==> config.mk <==
export PLATFORM = sky130hd
export DESIGN_NAME = ofwo_ctrl
export DESIGN_NICKNAME = d
export VERILOG_FILES = /design/src/ofwo_pkg.sv /design/src/ofwo_ctrl.sv
export SDC_FILE = /design/constraint.sdc
export NUM_CORES = 1
export LEC_CHECK = 0
export BUFFER_PORTS_ARGS = -buffer_cell sky130_fd_sc_hd__buf_2
export CORE_AREA = 2 2 39 41
export DETAILED_ROUTE_END_ITERATION = 7
export DIE_AREA = 0 0 41 43
export GPL_TIMING_DRIVEN = 0
export PLACE_DENSITY = 0.49
export REMOVE_ABC_BUFFERS = 1
export SYNTH_ARGS = -nofsm -noshare
export SYNTH_HDL_FRONTEND = slang
export SYNTH_SLANG_ARGS = --single-unit
==> constraint.sdc <==
create_clock -name aclk -period 3.3 [get_ports aclk]
set_input_delay 0.165 -clock aclk [delete_from_list [all_inputs] [get_ports aclk]]
set_output_delay 0.165 -clock aclk [all_outputs]
set_load 0.05 [all_outputs]
==> src/ofwo_pkg.sv <==
// ----------------------------------------------------------------------------
// Four-wheel omni odometry package
// Shared types and constants for the odometry controller and datapath.
// ----------------------------------------------------------------------------
package ofwo_pkg;

    localparam int ID_W    = 11;
    localparam int DELTA_W = 16;
    localparam int WORD_W  = 32;
    localparam int ACC_W   = 64;

    localparam int S_TDATA_W = 80;
    localparam int M_TDATA_W = 96;
    localparam int CFG_IDX_W = 2;

    localparam logic [CFG_IDX_W-1:0] CFG_FRAME_ID    = 2'd0;
    localparam logic [CFG_IDX_W-1:0] CFG_DIST_COUNT  = 2'd1;
    localparam logic [CFG_IDX_W-1:0] CFG_PHASE_COUNT = 2'd2;

    localparam logic [ID_W-1:0]   RST_FRAME_ID    = 11'd48;
    localparam logic [WORD_W-1:0] RST_DIST_COUNT  = 32'd335544;
    localparam logic [WORD_W-1:0] RST_PHASE_COUNT = 32'd124304;

    localparam logic [63:0] PI_HALF_Q30 = 64'd1686629713;
    localparam logic [15:0] ONE_Q15     = 16'd32768;

    localparam int OP_W = 4;
    localparam logic [OP_W-1:0] OP_IDLE    = 4'd0;
    localparam logic [OP_W-1:0] OP_LOAD    = 4'd1;
    localparam logic [OP_W-1:0] OP_INDEX   = 4'd2;
    localparam logic [OP_W-1:0] OP_RD_SIN  = 4'd3;
    localparam logic [OP_W-1:0] OP_RD_COS  = 4'd4;
    localparam logic [OP_W-1:0] OP_GET_COS = 4'd5;
    localparam logic [OP_W-1:0] OP_MUL_AC  = 4'd6;
    localparam logic [OP_W-1:0] OP_MUL_BS  = 4'd7;
    localparam logic [OP_W-1:0] OP_MUL_AS  = 4'd8;
    localparam logic [OP_W-1:0] OP_MUL_BC  = 4'd9;
    localparam logic [OP_W-1:0] OP_SUM_Y   = 4'd10;
    localparam logic [OP_W-1:0] OP_SCALE_X = 4'd11;
    localparam logic [OP_W-1:0] OP_ADD_X   = 4'd12;
    localparam logic [OP_W-1:0] OP_ADD_Y   = 4'd13;
    localparam logic [OP_W-1:0] OP_HDG_UPD = 4'd14;
    localparam logic [OP_W-1:0] OP_OUT     = 4'd15;

    typedef struct packed {
        logic [OP_W-1:0] op;
    } cmd_t;

    typedef struct packed {
        logic match;
        logic out_free;
    } status_t;

endpackage

==> src/ofwo_ctrl.sv <==
// ----------------------------------------------------------------------------
// Odometry controller; one operation a cycle unless the output is busy
// Sequences one encoder frame through the datapath.
// ----------------------------------------------------------------------------
module ofwo_ctrl (
    input  logic              aclk,
    input  logic              aresetn,
    input  logic              s_tvalid,
    output logic              s_tready,
    input  ofwo_pkg::status_t status,
    output ofwo_pkg::cmd_t    cmd
);

    localparam logic [3:0] ST_IDLE    = 4'd0;
    localparam logic [3:0] ST_INDEX   = 4'd1;
    localparam logic [3:0] ST_RD_SIN  = 4'd2;
    localparam logic [3:0] ST_RD_COS  = 4'd3;
    localparam logic [3:0] ST_GET_COS = 4'd4;
    localparam logic [3:0] ST_MUL_AC  = 4'd5;
    localparam logic [3:0] ST_MUL_BS  = 4'd6;
    localparam logic [3:0] ST_MUL_AS  = 4'd7;
    localparam logic [3:0] ST_MUL_BC  = 4'd8;
    localparam logic [3:0] ST_SUM_Y   = 4'd9;
    localparam logic [3:0] ST_SCALE_X = 4'd10;
    localparam logic [3:0] ST_ADD_X   = 4'd11;
    localparam logic [3:0] ST_ADD_Y   = 4'd12;
    localparam logic [3:0] ST_HDG_UPD = 4'd13;
    localparam logic [3:0] ST_OUT     = 4'd14;

    logic [3:0] state_reg;
    logic [3:0] state_next;

    always_comb begin
        state_next = state_reg;
        cmd.op     = ofwo_pkg::OP_IDLE;
        case (state_reg)
            ST_IDLE: begin
                if (s_tvalid) begin
                    cmd.op     = ofwo_pkg::OP_LOAD;
                    state_next = ST_INDEX;
                end
            end
            ST_INDEX: begin
                cmd.op     = ofwo_pkg::OP_INDEX;
                state_next = status.match ? ST_RD_SIN : ST_OUT;
            end
            ST_RD_SIN: begin
                cmd.op     = ofwo_pkg::OP_RD_SIN;
                state_next = ST_RD_COS;
            end
            ST_RD_COS: begin
                cmd.op     = ofwo_pkg::OP_RD_COS;
                state_next = ST_GET_COS;
            end
            ST_GET_COS: begin
                cmd.op     = ofwo_pkg::OP_GET_COS;
                state_next = ST_MUL_AC;
            end
            ST_MUL_AC: begin
                cmd.op     = ofwo_pkg::OP_MUL_AC;
                state_next = ST_MUL_BS;
            end
            ST_MUL_BS: begin
                cmd.op     = ofwo_pkg::OP_MUL_BS;
                state_next = ST_MUL_AS;
            end
            ST_MUL_AS: begin
                cmd.op     = ofwo_pkg::OP_MUL_AS;
                state_next = ST_MUL_BC;
            end
            ST_MUL_BC: begin
                cmd.op     = ofwo_pkg::OP_MUL_BC;
                state_next = ST_SUM_Y;
            end
            ST_SUM_Y: begin
                cmd.op     = ofwo_pkg::OP_SUM_Y;
                state_next = ST_SCALE_X;
            end
            ST_SCALE_X: begin
                cmd.op     = ofwo_pkg::OP_SCALE_X;
                state_next = ST_ADD_X;
            end
            ST_ADD_X: begin
                cmd.op     = ofwo_pkg::OP_ADD_X;
                state_next = ST_ADD_Y;
            end
            ST_ADD_Y: begin
                cmd.op     = ofwo_pkg::OP_ADD_Y;
                state_next = ST_HDG_UPD;
            end
            ST_HDG_UPD: begin
                cmd.op     = ofwo_pkg::OP_HDG_UPD;
                state_next = ST_OUT;
            end
            ST_OUT: begin
                if (status.out_free) begin
                    cmd.op     = ofwo_pkg::OP_OUT;
                    state_next = ST_IDLE;
                end
            end
            default: begin
                state_next = ST_IDLE;
            end
        endcase
    end

    always_ff @(posedge aclk) begin
        if (!aresetn) begin
            state_reg <= ST_IDLE;
        end else begin
            state_reg <= state_next;
        end
    end

    assign s_tready = (state_reg == ST_IDLE);

endmodule

; Word-level counts from Yosys, hierarchy flattened
; Index checks and enable logic that the tools add are counted.
[word_totals]
register_bits = 4
latchBits = 0
ramBits = 0
rom_bits = 0
in_bits = 5
output_inout_bits = 5
wordCells = 26
mem_count = 0
[classes]
addsub = 0
mul = 0
div = 0
n_lt_le_gt_ge = 0
eq_ne = 16
n_shift = 0
n_mux = 7
bitwise_logic = 0
reduce_logical = 2
[ops]
columns = op, n
row1 = $pmux 4 s15, 2
row2 = $eq 4x4->1 const B, 7
row3 = $eq 4x3->1 const B, 4
row4 = $mux 4, 4
row5 = $eq 4x2->1 const B, 2
row6 = $eq 4x1->1 const B, 1
row7 = $logic_not 4->1, 1
row8 = $ne 2x2->1 const B, 2
row9 = $reduce_and 2->1, 1
row10 = $mux 1, 1

; Depth between registers and ports, before layout
; Gate-level depths: netlist (run 1).
[depth]
word_depth = 3
mapped_depth = 4

; Worst setup path before layout (run 1)
; Ideal clock, no wire load.
[synth_path]
kind = register to output
from = reg state_reg[3]
to = out s_tready
arrival_time_ns = 2.036
required_time_ns = 3.135
path_slack_ns = 1.099
stages_incl_launch_ff = 3
path_buffers = 1
cell_sequence = dfxtp_1 > clkbuf_1 > nor4_1
[synth_via]
elab_chain_len = 1
[synth_rtl]
columns = element, line
row1 = "start, declared", ofwo_ctrl.sv:30  ; logic [3:0] state_reg;
row2 = "start signal, assigned", ofwo_ctrl.sv:111  ; state_reg <= state_next;
row3 = $logic_not 4->1, ofwo_ctrl.sv:115  ; assign s_tready = (state_reg == ST_IDLE);
row4 = "end, declared", ofwo_ctrl.sv:9  ; output logic s_tready,
; No other way between the ends.

==> impl_metrics.csv, run 1 <==
group,metric,value,unit
layout,fillers,165,
logic_synthesis,synthSimpleGateAreaFrac,32.2,%
floorplanning,start_util,20.5,%
pwr,swShare,42.5,%
timing,setup_viol,0,
timing,rsz0062_at_grt,"false",
drt,remaining_drc_errors,0,
timing,setup_slack,1.70,ns
timing,fin_skew,0.000451,ns
global_routing,grt_max_degree,14,
logic_synthesis,synth-xor-area-share,0,%
timing,slew_headroom,74.1,%
setup_path,r2r-end,"state_reg[3]$_SDFFE_PN0P_",
logic_synthesis,ys_seq_area_share,28.2,%
setup_path,critPathRequiredTime,3.13,ns
pwr,p_int,119,uW
floorplanning,die_x,41,um
logic_synthesis,ys_seq_elements,4,
layout,fin_util,25.6,%
pwr,power_density,584,nW/um2
place,postPlaceCellArea,332,um2
drt,vias,300,
floorplanning,rows,14,
pwr,power_frac_seq,33.6,%
setup_path,rr_startpoint,"state_reg[0]$_SDFFE_PN0P_",
timing,tns,0,ns
hold_path,hold_path_depth,3,
pwr,leakagePower,0.140,nW
pwr,clkPwrFrac,28.1,%
drt,first_pass_iters,3,
logic_synthesis,synth_compound_area_share,33.5,%
logic_synthesis,syn_inst,40,
pwr,combPwrFrac,38.3,%
logic_synthesis,synthAdderAreaFrac,0,%
clock_network,clk_latency,0.23,ns
setup_path,crit_fanout,12,
floorplanning,core-area,1380,um2
drt,ant_nets,0,
clock_network,clk_pin_slew,0.04,ns
clock_network,cts-buffers-inserted,3,
pwr,switchingPower,88.0,uW
layout,largest_reg_flops,4,
layout,final_cells,64,
floorplanning,die_h,43,um
clock_network,cts_htree_levels,1,
clock_network,cts_buffer_depth,2,
pwr,ir_drop,197,uV
hold_path,hp-start,"aresetn",
timing,worst_pin_slew,0.387,ns
drt,via_per_inst,4.69,
setup_path,crit_path_end_kind,"output pin",
clock_network,clock-root-buffer,"clkbuf_4",
drt,drt_wl_total,609,um
logic_synthesis,syn_area_per_cell,7.10,um2
timing,max_freq,0.625,GHz
place,placedCellCount,61,
setup_path,worst_ep_arrival_time,1.44,ns
place,dpl.hpwl,444,um
clock_network,holdBufCountCts,0,
logic_synthesis,synthTopCellsByArea,"dfxtp_1 28%, o21ai_1 8.8%, nor2b_1 6.6%",
layout,n_antenna_cell,0,
global_routing,track_usage,7.33,%
drt,wl_per_cell,9.52,um
global_routing,grt_pass1_vias,218,
floorplanning,io_pins,10,
layout,final_cell_area,354,um2
logic_synthesis,synth_top_family_by_area,"compound AO/OA/AOI/OAI gates",
setup_path,r2r_setup_slack,1.95,ns
hold_path,min_path_type,"primary input to flip-flop",
timing,final.period_utilization,48.5,%
place,gp_congestion,0.670,
logic_synthesis,syn_area,284,um2
timing,slew_viol_final,0,
clock_network,postCtsSetupBuffers,0,
clock_network,clock_sinks,4,
logic_synthesis,synthMuxAreaShare,0,%
logic_synthesis,netlist.area_leader.share,28.2,%
layout,nets,55,
logic_synthesis,yosysWarnings,0,
logic_synthesis,synth.largest_area_cell,"dfxtp_1",
global_routing,grt_first_pass_wirelength,890,um
global_routing,antenna_found_initial,0,
timing,report.final.hold_viol_count,0,
timing,period_needed,1.60,ns
pwr,power,207,uW
layout,syn2layout_area_growth,24.7,%
clock_network,tritoncts,"yes",
layout,drive_gt1_share,25.0,%
clock_network,ctsResizeCount,0,
place,dp_slack,1.94,ns
floorplanning,die_area,1760,um2
drt,drt-initial-drc-count,2,
global_routing,gr-total-overflow,0,
outcome,outcome,"complete, no violations",
timing,fin_hold_ws,0.190,ns
setup_path,r2r_cells,3,
place,portBuffers,9,
logic_synthesis,synth.distinct_cells,20,
setup_path,crit_type,"flip-flop to output pin",
hold_path,hold_path_end,"state_reg[0]$_SDFFE_PN0P_",
flow_run,max_cap_violations,0,
setup_path,start_kind,"flip-flop",
## cells in the mapped netlist
master    n
nor4_1    2
a31o_1    1
buf_2     2
nor2_1    3
a211oi_1  1
nand2_1   3
nor2b_1   3
o21ai_0   1
a21oi_1   2
dfxtp_1   4
o21ai_1   5
nor3_1    1
o21bai_1  1
or4b_1    1
a22o_1    1
clkbuf_1  2
o21a_1    1
nand3_1   2
a21boi_1  2
nand2b_1  2
## layout make-up
cell class | count | area, um2 | area share (%)
well taps | 16 | 20.0 | 5.65
clock buffers | 3 | 22.5 | 6.36
multi-input cells | 32 | 186 | 52.7
flip-flops and latches | 4 | 80.1 | 22.6
repair buffers | 9 | 45.0 | 12.7
## cell usage in the layout, fill, tap and decap left out
cell type,instances
a211oi_1,1
a21boi_1,2
a21oi_1,2
a22o_1,1
a31o_1,1
buf_2,9
clkbuf_4,3
dfxtp_1,4
nand2_1,3
nand2b_1,2
nand3_1,2
nor2_1,3
nor2b_1,3
nor3_1,1
nor4_1,2
o21a_1,1
o21ai_0,1
o21ai_1,5
o21bai_1,1
or4b_1,1
## power by group through the flow
stage	sequential, mW	combinational (mW)	clock (mW)
after floorplan	0.0660	0.0641	0
after CTS	0.0695	0.0801	0.0623
after global routing	0.0713	0.0850	0.0664
final	0.0696	0.0792	0.0581
after global placement	0.0704	0.0800	0
after detailed placement	0.0703	0.0801	0
## kinds of logic (layout without fill, tap and decap cells)
kind of cell           after synthesis  in the layout
AOI/OAI and AO/OA                   15             15
buffers and inverters                4             12
DFF                                  4              4
and+or+nand+nor                     17             17
## per-layer routing
layer | global-route usage [%] | wire length (um)
met4 | 6.00 | 0
met5 | 0 | 0
met3 | 1.57 | 19
met1 | 11.3 | 317
met2 | 8.13 | 271
## worst max-delay path: stages (launching register included)
cell and delay [ns]:
dfxtp_1 0.52, nor2b_1 0.18, o21ai_1 0.06, a22o_1 0.24
buf_2 0.20
## worst max path at each step
| stage | from | to | slack [ns] | cells past startpoint |
|---|---|---|---|---|
| 3_5_place_dp | state_reg[3]$_SDFFE_PN0P_ | cmd[2] | 1.94 | 4 |
| 4_1_cts | state_reg[3]$_SDFFE_PN0P_ | cmd[2] | 1.68 | 4 |
| 5_1_grt | state_reg[3]$_SDFFE_PN0P_ | cmd[0] | 1.57 | 3 |
| 6_report | state_reg[3]$_SDFFE_PN0P_ | cmd[2] | 1.70 | 4 |
| 2_1_floorplan | state_reg[0]$_SDFFE_PN0P_ | s_tready | 1.18 | 1 |
| 3_3_place_gp | state_reg[3]$_SDFFE_PN0P_ | cmd[2] | 1.94 | 4 |
No activity file was read; power rests on OpenSTA's default activity.
==> run 2, diff against run 1 <==
==> constraint.sdc (replaced) <==
create_clock -name aclk -period 1.5 [get_ports aclk]
set_input_delay 0.075 -clock aclk [delete_from_list [all_inputs] [get_ports aclk]]
set_output_delay 0.075 -clock aclk [all_outputs]
set_load 0.05 [all_outputs]
==> run 2 against run 1 <==
Net effect:
- non-clock buffer count did not move
- design area increased by 1.4%
- count of clock-buffer cells in the layout unchanged
- combinational power is 120% higher
- setup slack lost 1.6 ns
- hold slack worse by 0.096 ns
- sequential share of layout area increased by 1.1 points
==> impl_metrics.csv, run 2 (synthesis results as in run 1) <==
group,metric,value,unit
outcome,outcome,"complete, no violations",
layout,final_cells,64,
setup_path,cp-startpoint,"state_reg[3]$_SDFFE_PN0P_",
setup_path,crit_path_max_incr_delay,0.43,ns
timing,setup_slack,0.119,ns
clock_network,clock_sinks,4,
place,portBuffers,9,
pwr,leakagePower,0.141,nW
place,dp_slack,0.151,ns
pwr,ir_drop,438,uV
clock_network,ctsResizeCount,1,
drt,remaining_drc_errors,0,
drt,drt-initial-drc-count,3,
floorplanning,die_area,1760,um2
floorplanning,rows,14,
layout,nets,55,
place,dpl.hpwl,444,um
pwr,power,458,uW
drt,vias,299,
timing,slew_viol_final,0,
flow_run,max_cap_violations,0,
setup_path,cpMaxStageDelayCell,"dfxtp_2",
place,postPlaceCellArea,332,um2
clock_network,clk_pin_slew,0.04,ns
global_routing,grt_pass1_vias,218,
clock_network,cts_htree_levels,1,
setup_path,crit_chain,"nor2b_1 > o21ai_1 > a22o_1 > buf_2",
timing,max_freq,0.724,GHz
drt,first_pass_iters,2,
drt,ant_nets,0,
setup_path,crit_fanout,12,
clock_network,clk_latency,0.23,ns
drt,wl_per_cell,9.50,um
layout,final_cell_area,359,um2
setup_path,crit_family,"flip-flops",
global_routing,gr-total-overflow,0,
clock_network,cts_buffer_depth,2,
clock_network,tritoncts,"yes",
floorplanning,io_pins,10,
drt,via_per_inst,4.67,
timing,report.final.hold_viol_count,0,
timing,final.period_utilization,92.1,%
layout,syn2layout_area_growth,26.4,%
layout,layout.cells.most_common,"buf_2",
timing,setup_viol,0,
floorplanning,die_h,43,um
clock_network,cts-buffers-inserted,3,
layout,fin_util,25.9,%
setup_path,worst_ep_arrival_time,1.31,ns
timing,tns,0,ns
setup_path,r2r-end,"state_reg[3]$_SDFFE_PN0P_",
place,gp_congestion,0.670,
setup_path,crit_path_end_kind,"output pin",
setup_path,rr_startpoint,"state_reg[0]$_SDFFE_PN0P_",
layout,n_antenna_cell,0,
setup_path,crit_end,"cmd[2]",
setup_path,critPathRequiredTime,1.42,ns
layout,drive_gt1_share,33.3,%
clock_network,clock-root-buffer,"clkbuf_4",
setup_path,r2r_cells,3,
setup_path,crit_type,"flip-flop to output pin",
setup_path,start_kind,"flip-flop",
global_routing,grt_max_degree,14,
clock_network,holdBufCountCts,0,
timing,worst_pin_slew,0.351,ns
layout,final_cell_mix,"9 x buf_2, 5 x o21ai_1, 4 x dfxtp_2",
timing,rsz0062_at_grt,"false",
drt,drt_wl_total,608,um
hold_path,min_path_type,"primary input to flip-flop",
floorplanning,start_util,20.5,%
global_routing,antenna_found_initial,0,
timing,period_needed,1.38,ns
timing,slew_headroom,76.4,%
global_routing,grt_first_pass_wirelength,890,um
timing,fin_skew,0.000451,ns
setup_path,cp_num_buf_inv,1,
layout,largest_reg_flops,4,
clock_network,postCtsSetupBuffers,0,
floorplanning,die_x,41,um
setup_path,r2r_setup_slack,0.27,ns
timing,fin_hold_ws,0.0943,ns
global_routing,track_usage,7.33,%
place,placedCellCount,61,
setup_path,crit_cells,4,
pwr,power_density,1270,nW/um2
floorplanning,core-area,1380,um2
run 2: cell types whose count changed in the layout (fill, tap and decap cells not counted):
cell and change:
dfxtp_1 -4, dfxtp_2 +4
run 2: how the worst min path moves through the flow:
stage               startpoint                        end  slack [ns]  cells after the start
floorplan              aresetn  state_reg[0]$_SDFFE_PN0P_        0.19                      2
global placement       aresetn  state_reg[0]$_SDFFE_PN0P_        0.34                      3
detailed placement     aresetn  state_reg[0]$_SDFFE_PN0P_        0.34                      3
CTS                    aresetn  state_reg[0]$_SDFFE_PN0P_        0.09                      3
global route           aresetn  state_reg[0]$_SDFFE_PN0P_        0.11                      3
finish                 aresetn  state_reg[0]$_SDFFE_PN0P_        0.09                      3
run 2: worst reg2reg max path, stage by stage, from the launching register on:
cell	delay [ns]
dfxtp_2	0.44
or4b_1	0.46
o21a_1	0.12
a21boi_1	0.14
run 2: layout make-up:
type | count | area (um2)
Fill cell | 166 | 1020
Multi-Input combinational cell | 32 | 186
Sequential cell | 4 | 85.1
Timing Repair Buffer | 9 | 45.0
Clock buffer | 3 | 22.5
Tap cell | 16 | 20.0
run 2: per-layer routing:
layer / up-vias / track usage (%) / wire length [um]
met1: 131 / 11.3 / 317
li1: 163 / - / -
met5: - / 0 / 0
met2: 5 / 8.13 / 270
met3: 0 / 1.57 / 19
met4: 0 / 6.00 / 0
run 2: report_power, final:
part / switching (mW) / internal [mW]
Combinational: 0.121 / 0.0534
Clock: 0.0386 / 0.0891
Sequential: 0.0337 / 0.122
Total: 0.193 / 0.265
